`src/rtl/fcs_pkg.sv`:
```
// shared types and constants for the flash command sequencer
// no dependencies; imported by fcs_front, fcs_fifo, fcs_back, the top level and the testbench
`timescale 1ns / 1ps

package fcs_pkg;

  localparam int ADDR_BITS  = 20;
  localparam int FIFO_DEPTH = 4;
  localparam int FIFO_PTR_W = $clog2(FIFO_DEPTH);

  // word address mask, all ones once ADDR_BITS covers the address field
  localparam logic [19:0] ADDR_MASK =
    (ADDR_BITS >= 20) ? 20'hFFFFF : 20'((64'd1 << ADDR_BITS) - 64'd1);

  // input command codes
  localparam logic [2:0] CMD_PROG  = 3'd0;
  localparam logic [2:0] CMD_ERASE = 3'd1;
  localparam logic [2:0] CMD_CFI   = 3'd2;
  localparam logic [2:0] CMD_ID    = 3'd3;
  localparam logic [2:0] CMD_RDARR = 3'd4;
  localparam logic [2:0] CMD_RET   = 3'd5;

  // completion status codes
  localparam logic [1:0] ST_OK      = 2'd0;
  localparam logic [1:0] ST_TIMEOUT = 2'd1;
  localparam logic [1:0] ST_VERIFY  = 2'd2;
  localparam logic [1:0] ST_REJECT  = 2'd3;

  // job kinds handed from front to back
  localparam logic [2:0] JOB_PROG  = 3'd0;
  localparam logic [2:0] JOB_ERASE = 3'd1;
  localparam logic [2:0] JOB_MODE  = 3'd2;
  localparam logic [2:0] JOB_READ  = 3'd3;
  localparam logic [2:0] JOB_DONE  = 3'd4;

  // flash command words
  localparam logic [15:0] ADDR_UNL0  = 16'h5555;
  localparam logic [15:0] ADDR_UNL1  = 16'h2AAA;
  localparam logic [15:0] DATA_UNL0  = 16'hAAAA;
  localparam logic [15:0] DATA_UNL1  = 16'h5555;
  localparam logic [15:0] CODE_CFI   = 16'h9898;
  localparam logic [15:0] CODE_ID    = 16'h9090;
  localparam logic [15:0] CODE_RDARR = 16'hF0F0;
  localparam logic [15:0] CODE_PROG  = 16'h00A0;
  localparam logic [15:0] CODE_ERASE = 16'h0080;
  localparam logic [15:0] CODE_SECT  = 16'h0030;
  localparam logic [15:0] ERASED_WORD = 16'hFFFF;
  localparam logic [15:0] POLL_LIMIT_RESET = 16'd50000;

  typedef struct packed {
    logic [2:0]  kind;
    logic [19:0] addr;
    logic [15:0] data;    // program word, or mode code for mode jobs
    logic [1:0]  status;  // reported on the finishing word
    logic        unl;     // send unlock prefix
  } job_t;

  typedef struct packed {
    logic        bus_valid;
    logic        bus_write;
    logic [19:0] bus_addr;
    logic [15:0] bus_data;
    logic        done_res;
    logic [1:0]  status;
    logic        last;
  } res_t;

endpackage

```
`src/rtl/fcs_front.sv`:
```
// front end: accepts input words, tracks the command phase, emits one job per word
// depends on fcs_pkg
`timescale 1ns / 1ps

module fcs_front (
  input  logic              clk,
  input  logic              rst_n,
  input  logic              in_tvalid,
  output logic              in_tready,
  input  logic [2:0]        in_tuser,
  input  logic [39:0]       in_tdata,
  input  logic              unlock_en,
  input  logic [15:0]       poll_limit,
  input  logic              q_full,
  output logic              q_push,
  output fcs_pkg::job_t     q_job
);
  import fcs_pkg::*;

  localparam logic [1:0] PH_IDLE   = 2'd0;
  localparam logic [1:0] PH_POLL   = 2'd1;
  localparam logic [1:0] PH_VERIFY = 2'd2;

  logic [1:0]  phase_r, phase_nxt;
  logic [15:0] poll_cnt_r, poll_cnt_nxt;
  logic [15:0] expect_r, expect_nxt;
  logic [19:0] target_r, target_nxt;
  logic        timed_out_r, timed_out_nxt;

  logic [2:0]  cmd;
  logic [19:0] addr;
  logic [15:0] data;
  logic [15:0] lim;
  logic [15:0] cnt_inc;
  logic        accept;

  assign cmd       = in_tuser;
  assign addr      = in_tdata[19:0] & ADDR_MASK;
  assign data      = in_tdata[35:20];
  assign lim       = (poll_limit == 16'd0) ? 16'd1 : poll_limit;
  assign cnt_inc   = poll_cnt_r + 16'd1;
  assign in_tready = !q_full;
  assign accept    = in_tvalid && !q_full;
  assign q_push    = accept;

  always_comb begin
    phase_nxt     = phase_r;
    poll_cnt_nxt  = poll_cnt_r;
    expect_nxt    = expect_r;
    target_nxt    = target_r;
    timed_out_nxt = timed_out_r;
    q_job.kind    = JOB_DONE;
    q_job.addr    = 20'd0;
    q_job.data    = 16'd0;
    q_job.status  = ST_REJECT;
    q_job.unl     = unlock_en;

    if (cmd <= CMD_RDARR && phase_r == PH_IDLE) begin
      q_job.status = ST_OK;
      case (cmd)
        CMD_PROG, CMD_ERASE: begin
          q_job.kind    = (cmd == CMD_PROG) ? JOB_PROG : JOB_ERASE;
          q_job.addr    = addr;
          q_job.data    = data;
          expect_nxt    = (cmd == CMD_PROG) ? data : ERASED_WORD;
          target_nxt    = addr;
          poll_cnt_nxt  = 16'd0;
          timed_out_nxt = 1'b0;
          phase_nxt     = PH_POLL;
        end
        CMD_CFI: begin
          q_job.kind = JOB_MODE;
          q_job.data = CODE_CFI;
        end
        CMD_ID: begin
          q_job.kind = JOB_MODE;
          q_job.data = CODE_ID;
        end
        default: begin
          q_job.kind = JOB_MODE;
          q_job.data = CODE_RDARR;
        end
      endcase
    end else if (cmd == CMD_RET && phase_r == PH_POLL) begin
      q_job.kind   = JOB_READ;
      q_job.addr   = target_r;
      q_job.status = ST_OK;
      if (data == expect_r) begin
        phase_nxt = PH_VERIFY;
      end else begin
        poll_cnt_nxt = cnt_inc;
        if (cnt_inc >= lim) begin
          timed_out_nxt = 1'b1;
          phase_nxt     = PH_VERIFY;
        end
      end
    end else if (cmd == CMD_RET && phase_r == PH_VERIFY) begin
      phase_nxt = PH_IDLE;
      if (data == expect_r) begin
        q_job.status = ST_OK;
      end else begin
        q_job.kind   = JOB_MODE;
        q_job.data   = CODE_RDARR;
        q_job.status = timed_out_r ? ST_TIMEOUT : ST_VERIFY;
      end
    end
  end

  always_ff @(posedge clk) begin
    if (!rst_n) begin
      phase_r     <= PH_IDLE;
      poll_cnt_r  <= 16'd0;
      expect_r    <= 16'd0;
      target_r    <= 20'd0;
      timed_out_r <= 1'b0;
    end else if (accept) begin
      phase_r     <= phase_nxt;
      poll_cnt_r  <= poll_cnt_nxt;
      expect_r    <= expect_nxt;
      target_r    <= target_nxt;
      timed_out_r <= timed_out_nxt;
    end
  end

endmodule

```
`src/rtl/fcs_fifo.sv`:
```
// job queue between front and back, flop based
// depends on fcs_pkg
`timescale 1ns / 1ps

module fcs_fifo (
  input  logic          clk,
  input  logic          rst_n,
  input  logic          push,
  input  fcs_pkg::job_t push_job,
  output logic          full,
  input  logic          pop,
  output logic          empty,
  output fcs_pkg::job_t head_job
);
  import fcs_pkg::*;

  job_t                  mem_r [FIFO_DEPTH];
  logic [FIFO_PTR_W-1:0] wr_ptr_r, rd_ptr_r;
  logic [FIFO_PTR_W:0]   count_r, count_nxt;

  assign full     = (count_r == (FIFO_PTR_W+1)'(FIFO_DEPTH));
  assign empty    = (count_r == '0);
  assign head_job = mem_r[rd_ptr_r];

  always_comb begin
    count_nxt = count_r;
    if (push && !pop) begin
      count_nxt = count_r + 1'b1;
    end else if (pop && !push) begin
      count_nxt = count_r - 1'b1;
    end
  end

  always_ff @(posedge clk) begin
    if (push) begin
      mem_r[wr_ptr_r] <= push_job;
    end
  end

  always_ff @(posedge clk) begin
    if (!rst_n) begin
      wr_ptr_r <= '0;
      rd_ptr_r <= '0;
      count_r  <= '0;
    end else begin
      if (push) begin
        wr_ptr_r <= (wr_ptr_r == FIFO_PTR_W'(FIFO_DEPTH - 1)) ? '0 : wr_ptr_r + 1'b1;
      end
      if (pop) begin
        rd_ptr_r <= (rd_ptr_r == FIFO_PTR_W'(FIFO_DEPTH - 1)) ? '0 : rd_ptr_r + 1'b1;
      end
      count_r <= count_nxt;
    end
  end

endmodule

```
`src/rtl/fcs_back.sv`:
```
// back end: walks each job's bus sequence into an output register, one result word per cycle
// while a job is queued and the output is not stalled; depends on fcs_pkg
`timescale 1ns / 1ps

module fcs_back (
  input  logic          clk,
  input  logic          rst_n,
  input  logic          q_empty,
  input  fcs_pkg::job_t q_job,
  output logic          q_pop,
  output logic          out_valid,
  input  logic          out_ready,
  output fcs_pkg::res_t out_res
);
  import fcs_pkg::*;

  localparam logic [2:0] OP_UNL0  = 3'd0;
  localparam logic [2:0] OP_UNL1  = 3'd1;
  localparam logic [2:0] OP_CMD   = 3'd2;
  localparam logic [2:0] OP_WRITE = 3'd3;
  localparam logic [2:0] OP_READ  = 3'd4;
  localparam logic [2:0] OP_DONE  = 3'd5;

  logic [2:0] step_r, step_nxt;
  logic       valid_r, valid_nxt;
  res_t       res_r, res_nxt;

  logic [2:0] idx;       // position in the full sequence with unlock prefixes
  logic [2:0] last_idx;
  logic [2:0] op;
  logic       advance;
  logic       is_last;

  assign advance   = !valid_r || out_ready;
  assign out_valid = valid_r;
  assign out_res   = res_r;

  // map step to full-sequence index, skipping unlock slots when disabled
  always_comb begin
    case (q_job.kind)
      JOB_PROG:  last_idx = 3'd4;
      JOB_ERASE: last_idx = 3'd6;
      JOB_MODE:  last_idx = 3'd2;
      default:   last_idx = 3'd0;
    endcase
    if (q_job.unl || q_job.kind == JOB_READ || q_job.kind == JOB_DONE) begin
      idx = step_r;
    end else begin
      case (q_job.kind)
        JOB_PROG:  idx = step_r + 3'd2;
        JOB_ERASE: idx = (step_r == 3'd0) ? 3'd2 : step_r + 3'd4;
        default:   idx = 3'd2;
      endcase
    end
    is_last = (idx == last_idx);

    if (q_job.kind == JOB_READ) begin
      op = OP_READ;
    end else if (q_job.kind == JOB_DONE) begin
      op = OP_DONE;
    end else begin
      case (idx)
        3'd0:    op = OP_UNL0;
        3'd1:    op = OP_UNL1;
        3'd2:    op = OP_CMD;
        3'd3:    op = (q_job.kind == JOB_PROG) ? OP_WRITE : OP_UNL0;
        3'd4:    op = (q_job.kind == JOB_PROG) ? OP_READ : OP_UNL1;
        3'd5:    op = OP_WRITE;
        default: op = OP_READ;
      endcase
    end
  end

  always_comb begin
    res_nxt.bus_valid = 1'b1;
    res_nxt.bus_write = 1'b1;
    res_nxt.bus_addr  = 20'd0;
    res_nxt.bus_data  = 16'd0;
    res_nxt.done_res  = 1'b0;
    res_nxt.status    = ST_OK;
    res_nxt.last      = is_last;
    case (op)
      OP_UNL0: begin
        res_nxt.bus_addr = 20'(ADDR_UNL0);
        res_nxt.bus_data = DATA_UNL0;
      end
      OP_UNL1: begin
        res_nxt.bus_addr = 20'(ADDR_UNL1);
        res_nxt.bus_data = DATA_UNL1;
      end
      OP_CMD: begin
        res_nxt.bus_addr = 20'(ADDR_UNL0);
        case (q_job.kind)
          JOB_PROG:  res_nxt.bus_data = CODE_PROG;
          JOB_ERASE: res_nxt.bus_data = CODE_ERASE;
          default: begin
            res_nxt.bus_data = q_job.data;
            res_nxt.done_res = 1'b1;
            res_nxt.status   = q_job.status;
          end
        endcase
      end
      OP_WRITE: begin
        res_nxt.bus_addr = q_job.addr;
        res_nxt.bus_data = (q_job.kind == JOB_PROG) ? q_job.data : CODE_SECT;
      end
      OP_READ: begin
        res_nxt.bus_write = 1'b0;
        res_nxt.bus_addr  = q_job.addr;
      end
      default: begin
        res_nxt.bus_valid = 1'b0;
        res_nxt.bus_write = 1'b0;
        res_nxt.done_res  = 1'b1;
        res_nxt.status    = q_job.status;
      end
    endcase
  end

  always_comb begin
    q_pop     = 1'b0;
    step_nxt  = step_r;
    valid_nxt = valid_r;
    if (advance) begin
      valid_nxt = !q_empty;
      if (!q_empty) begin
        if (is_last) begin
          q_pop    = 1'b1;
          step_nxt = 3'd0;
        end else begin
          step_nxt = step_r + 3'd1;
        end
      end
    end
  end

  always_ff @(posedge clk) begin
    if (!rst_n) begin
      step_r  <= 3'd0;
      valid_r <= 1'b0;
    end else begin
      step_r  <= step_nxt;
      valid_r <= valid_nxt;
    end
  end

  always_ff @(posedge clk) begin
    if (advance && !q_empty) begin
      res_r <= res_nxt;
    end
  end

endmodule

```
`src/rtl/flash_command_sequencer.sv`:
```
// top level of the parallel nor flash command sequencer: config registers and wiring
// depends on fcs_pkg, fcs_front, fcs_fifo, fcs_back
`timescale 1ns / 1ps
//
//   channel  direction  handshake                 payload
//   in_      slave      in_tvalid / in_tready     tuser command, tdata address + data
//   out_     master     out_tvalid / out_tready   tdata bus access + status, tlast last
//   cfg_     apb slave  psel / penable / pready   unlock_enable @0x0, poll_limit @0x4
//
// the front takes one input word per cycle while the job queue has room and
// updates the phase at once; the back emits one result word per cycle while the
// output is not stalled; a job is 1 to 7 words long (erase with unlock is longest)
// the 4-entry job queue absorbs bursts; in_tready drops only when it is full
// output stalls hold the result register and back up into the queue
// rst_n is synchronous; reset puts config at unlock on, poll limit 50000

module flash_command_sequencer (
  input  logic        clk,
  input  logic        rst_n,
  // input stream
  input  logic        in_tvalid,
  output logic        in_tready,
  input  logic [2:0]  in_tuser,   // [2:0] command
  input  logic [39:0] in_tdata,   // [19:0] address, [35:20] data, [39:36] zero
  // result stream
  output logic        out_tvalid,
  input  logic        out_tready,
  // [0] bus_valid, [1] bus_write, [21:2] bus_addr, [37:22] bus_data,
  // [38] done_res, [40:39] status, [47:41] zero
  output logic [47:0] out_tdata,
  output logic        out_tlast,
  // configuration
  input  logic        cfg_psel,
  input  logic        cfg_penable,
  input  logic        cfg_pwrite,
  input  logic [2:0]  cfg_paddr,
  input  logic [31:0] cfg_pwdata,
  output logic [31:0] cfg_prdata,
  output logic        cfg_pready
);
  import fcs_pkg::*;

  localparam logic REG_UNLOCK = 1'b0;
  localparam logic REG_LIMIT  = 1'b1;

  logic        unlock_en_r;
  logic [15:0] poll_limit_r;
  logic        cfg_wr;

  logic        q_push, q_pop, q_full, q_empty;
  job_t        push_job, head_job;
  res_t        res;

  // config registers, written on the apb access phase
  assign cfg_pready = 1'b1;
  assign cfg_wr     = cfg_psel && cfg_penable && cfg_pwrite;

  always_ff @(posedge clk) begin
    if (!rst_n) begin
      unlock_en_r  <= 1'b1;
      poll_limit_r <= POLL_LIMIT_RESET;
    end else if (cfg_wr) begin
      case (cfg_paddr[2])
        REG_UNLOCK: unlock_en_r  <= cfg_pwdata[0];
        REG_LIMIT:  poll_limit_r <= cfg_pwdata[15:0];
        default:    ;
      endcase
    end
  end

  always_comb begin
    case (cfg_paddr[2])
      REG_UNLOCK: cfg_prdata = {31'd0, unlock_en_r};
      REG_LIMIT:  cfg_prdata = {16'd0, poll_limit_r};
      default:    cfg_prdata = 32'd0;
    endcase
  end

  // classify input words and track the poll / verify phase
  fcs_front u_front (
    .clk        (clk),
    .rst_n      (rst_n),
    .in_tvalid  (in_tvalid),
    .in_tready  (in_tready),
    .in_tuser   (in_tuser),
    .in_tdata   (in_tdata),
    .unlock_en  (unlock_en_r),
    .poll_limit (poll_limit_r),
    .q_full     (q_full),
    .q_push     (q_push),
    .q_job      (push_job)
  );

  // job queue decoupling front and back
  fcs_fifo u_fifo (
    .clk      (clk),
    .rst_n    (rst_n),
    .push     (q_push),
    .push_job (push_job),
    .full     (q_full),
    .pop      (q_pop),
    .empty    (q_empty),
    .head_job (head_job)
  );

  // expand jobs into bus access words
  fcs_back u_back (
    .clk       (clk),
    .rst_n     (rst_n),
    .q_empty   (q_empty),
    .q_job     (head_job),
    .q_pop     (q_pop),
    .out_valid (out_tvalid),
    .out_ready (out_tready),
    .out_res   (res)
  );

  assign out_tdata = {7'd0, res.status, res.done_res, res.bus_data, res.bus_addr,
                      res.bus_write, res.bus_valid};
  assign out_tlast = res.last;

endmodule

```
`config.mk`:
```
export PLATFORM = sky130hd
export DESIGN_NAME = flash_command_sequencer
export DESIGN_NICKNAME = d
export VERILOG_FILES = /design/src/rtl/fcs_pkg.sv /design/src/rtl/fcs_front.sv /design/src/rtl/fcs_fifo.sv /design/src/rtl/fcs_back.sv /design/src/rtl/flash_command_sequencer.sv
export SDC_FILE = /design/constraint.sdc
export NUM_CORES = 1
export LEC_CHECK = 0
export ABC_AREA = 1
export BUFFER_PORTS_ARGS = -buffer_cell sky130_fd_sc_hd__buf_2
export CAP_MARGIN = 5
export CORE_ASPECT_RATIO = 1.5
export CORE_UTILIZATION = 43
export CTS_CLUSTER_DIAMETER = 60
export CTS_CLUSTER_SIZE = 8
export DETAILED_ROUTE_END_ITERATION = 16
export PLACE_DENSITY_LB_ADDON = 0.3
export SETUP_SLACK_MARGIN = 0.4
export SLEW_MARGIN = 20
export SYNTH_ARGS = -nofsm -noshare
export SYNTH_HDL_FRONTEND = slang
export SYNTH_SLANG_ARGS = --single-unit
```
`constraint.sdc`:
```
create_clock -name clk -period 6.15 [get_ports clk]
set_input_delay 0.3075 -clock clk [delete_from_list [all_inputs] [get_ports clk]]
set_output_delay 0.3075 -clock clk [all_outputs]
set_load 0.01 [all_outputs]
```
==> results.md <==
- The buffer type at the clock tree root is sky130_fd_sc_hd__clkbuf_16.
- The top cell types in the final layout, fill and taps aside, are 306 x sky130_fd_sc_hd__nand2_1, 210 x sky130_fd_sc_hd__edfxtp_1, 122 x sky130_fd_sc_hd__buf_2, 119 x sky130_fd_sc_hd__nor2_1, 101 x sky130_fd_sc_hd__a21oi_1.
- The worst setup path is captured at a flop.
- Once detailed placement completed, the half-perimeter wirelength came to 19000 µm.
- The post-detailed-route count of antenna-violating nets is 0.
- The total buffers and inverters traversed by the critical path is 6.
- The number of port buffers is 122.
- The via-per-instance ratio is 5.08.
- The data arrival at the endpoint of the critical path is 4.43 ns.
- The number of synthesized register bits is 295.
- The floorplan step set the die width to 146 µm.
- The die is 218 µm tall.
- After clock tree synthesis, the clock-pin slew on the worst setup and hold paths is 0.05 ns.
- The critical path in this run is classified as reg -> reg.
- For this run, the number of Yosys warnings is 0.
- The initial antenna violation count is 5.
- The worst-case IR drop observed on VDD is 223 µV.
- Entering global routing, the biggest net connects 88 pins.
- The dominant cell type by count on the critical path is sky130_fd_sc_hd__nand2_1.
- The combined area of the multi-input logic cells is 4590 µm².
- For this configuration, the core starts out at a cell density of 0.439.
- Traced cell by cell, the critical path runs through buf_4 -> inv_1 -> buf_4 -> nand3_1 -> nand2_1 -> nand3_2 -> inv_2 -> nand2_1 -> nand2_2 -> nand2_1 -> nand3_1 -> nor2_1 -> buf_4 -> nand2_1 -> ha_1 -> inv_1 -> fa_1 -> a21oi_1 -> o21ai_0 -> o21ai_0 -> a21oi_1.
- The global-route wire length before repair is 46000 µm.
- The area growth from synthesis to layout is 15.8%.
- The startpoint type of the worst setup path is a flop.
- The library cell used most frequently in the layout, excluding fill and tap cells, is sky130_fd_sc_hd__nand2_1.
- The worst relative slew slack is 0.412.
- The initialized floorplan defines 78 standard-cell rows.
- Including well taps, the total number of placed cells is 1825.
- In this run the post-CTS setup repair buffer count came out at 0.
- The floorplan step defined a die boundary enclosing 31700 µm².
- Setup repair after global routing left no endpoint under its margin.
- After routing, the total negative slack on setup checks comes to 0 ns.
- The sum of internal, switching and leakage power is 0.00694 W.
- The number of design rule violations left after detail routing is 0.
- Dividing the detail-routed wire length by the instance count gives 15.1 µm.
- The number of global-route vias before repair is 9190.
- Setup violations remaining at the end of the flow were counted as 0.
- The final worst setup slack is 2.13 ns.
- The worst-path cell with the longest stage delay is sky130_fd_sc_hd__inv_1.
- The total congestion overflow after global routing is 0.
- The number of violations of the max-capacitance limit is 0.
- The fmax is 0.249 GHz.
- For the worst setup path, the data required time is 6.57 ns.
- In the synthesized netlist the dominant register cell turns out to be sky130_fd_sc_hd__edfxtp_1.
- For this block, the via count after detailed routing is 9639.
- The CTS tree is done.
- The fraction of final layout cells sized beyond drive strength 1 is 0.147.
- The run finished with clean final reports.
- TritonCTS created 42 clock buffers.
- Along the worst path, the maximum fanout reaches 38.
- In this run the static leakage power is 6.10 nW.
- The area of the core is 30400 µm².
- The async set-or-reset flop fraction in the synthesized netlist is 0.
- The kind of cell adding the most delay to the critical path is buffers and inverters.
- The first detailed-routing pass ran for 5 iterations.
- Counting every instance in the synthesized netlist gives 1353.
- The power density over the cells is 450 nW/µm².
- The post-synthesis instance area is 13300 µm².
- For the pin with the worst max-slew slack, the measured transition is 0.882 ns.
- The post-placement setup slack is 2.13 ns.
- After synthesis, the netlist uses 47 different library cells.
- The final setup skew is 0.0204 ns.
- 169 I/O pins were placed.
- The number of endpoints with negative hold slack in the final report came to 0.
- The time the final worst path needs with I/O delays and setup is 4.02 ns.
- Excluding fillers, the count of instances in the completed layout stands at 1898.
- Clock latency on the worst-skew pair, taken at its later pin, is 0.54 ns.
- The largest incremental delay on the critical path is 0.61 ns.
- The final count of pins violating max slew is 0.
- The sequential cells in the finished layout cover a total of 8010 µm².
- Counting the fill cells in the layout gives 2666.
- The sequential element share of the synthesized area is 0.601.
- In the global route stage, overall resource usage came out at 0.183.
- The type of the tightest min-delay check is in -> reg.
- The number of H-tree branching levels is 2.
- Dividing the final minimum period by the clock period gives 0.653.
- The mean instance size in the synthesized netlist is 9.85 µm².
- The DRC marker count from the first detailed-route iteration is 645.
- Routability-driven placement finished with a final weighted congestion of 0.831.
- The TritonCTS sink count is 295.
- In this run, synthesis inferred 210 flip-flops with an integrated enable.
- The deepest clock path buffer count is 3.
- In the final design database the tool counted 1587 nets.
- The final routed wirelength across all metal layers is 28700 µm.
## cell type report
type / instances / area share
Tap cell: 400 / 0.0324
Timing Repair Buffer: 142 / 0.0504
Multi-Input combinational cell: 890 / 0.297
Sequential cell: 295 / 0.519
Clock inverter: 3 / 0.00219
Inverter: 105 / 0.0258
Clock buffer: 61 / 0.0727
Antenna cell: 2 / 0.000324
## tightest hold or removal path: cells and delay by family
family / cells / cell delay, ns
buffers and inverters: 1 / 0.11
AND/OR/NAND/NOR: 1 / 0.05
AO/OA/AOI/OAI: 1 / 0.05
## through the flow
step / hold slack (ns) / utilization / cell area, µm²
after floorplan: 0.434 / - / 13400
after global placement: 0.448 / 0.468 / 14200
after detailed placement: 0.452 / 0.468 / 14200
after CTS: 0.0224 / 0.508 / 15400
after global routing: 0.0380 / 0.508 / 15400
final: 0.0464 / 0.508 / 15400
## flip-flops by register name (all words and copies together) (netlist names), named ones only
signal	flops
u_fifo.mem_r	168
u_back.out_res	42
u_front.target_r	20
poll_limit_r	16
u_front.expect_r	16
u_front.poll_cnt_r	16
u_back.step_r	3
u_fifo.count_r	3
u_fifo.rd_ptr_r	2
u_fifo.wr_ptr_r	2
u_front.phase_r	2
u_back.out_valid	1
u_front.timed_out_r	1
unlock_en_r	1
## worst paths after layout
path / from / slack, ns / cells past startpoint / end
max: flop / 2.13 / 21 / u_fifo.count_r[2]
min: in_tdata[7] / 0.05 / 3 / u_front.target_r[7]
max reg2reg: flop / 2.13 / 21 / u_fifo.count_r[2]
min reg2reg: u_front.target_r[0] / 0.46 / 2 / u_front.target_r[0]
## per-layer routing
metal	wire length, µm	global-route usage
met5	32	0
met4	744	0.0677
met3	1570	0.0374
met2	14500	0.328
met1	11800	0.214
## cells in the mapped netlist, types with 17 or more instances
master	number	share of area
sky130_fd_sc_hd__clkbuf_1	45	0.013
sky130_fd_sc_hd__edfxtp_1	210	0.47
sky130_fd_sc_hd__a22o_1	20	0.013
sky130_fd_sc_hd__o22ai_1	22	0.010
sky130_fd_sc_hd__nand2_1	306	0.086
sky130_fd_sc_hd__nor2_1	125	0.035
sky130_fd_sc_hd__o21ai_0	95	0.036
sky130_fd_sc_hd__buf_4	26	0.015
sky130_fd_sc_hd__inv_1	96	0.027
sky130_fd_sc_hd__xnor2_1	17	0.011
sky130_fd_sc_hd__a21oi_1	101	0.038
sky130_fd_sc_hd__nand3_1	50	0.019
sky130_fd_sc_hd__ha_1	25	0.023
sky130_fd_sc_hd__dfxtp_1	85	0.13
## logic make-up (layout without fill, tap and decap cells)
kind of cell    Yosys count  count (layout)  share of synthesized area
compound gates          281             281                      0.124
xor+xnor                 29              29                     0.0191
fa+ha+maj                26              26                     0.0250
buf+inv                 190             311                     0.0644
flops                   295             295                      0.601
other cells               2              26                   0.000563
simple gates            530             530                      0.166
## timing repair
| item | CTS | global route |
|---|---|---|
| hold endpoints to repair | 7 | 0 |
| hold buffers | 7 | 0 |
| gates resized for setup | 0 | 0 |
## power breakdown
part           total (W)  internal [W]  switching (W)
Clock            0.00204       0.00125       0.000794
Sequential       0.00274       0.00263       0.000108
Combinational    0.00217      0.000668        0.00150
Note: power is estimated with default switching activity, not from simulation.
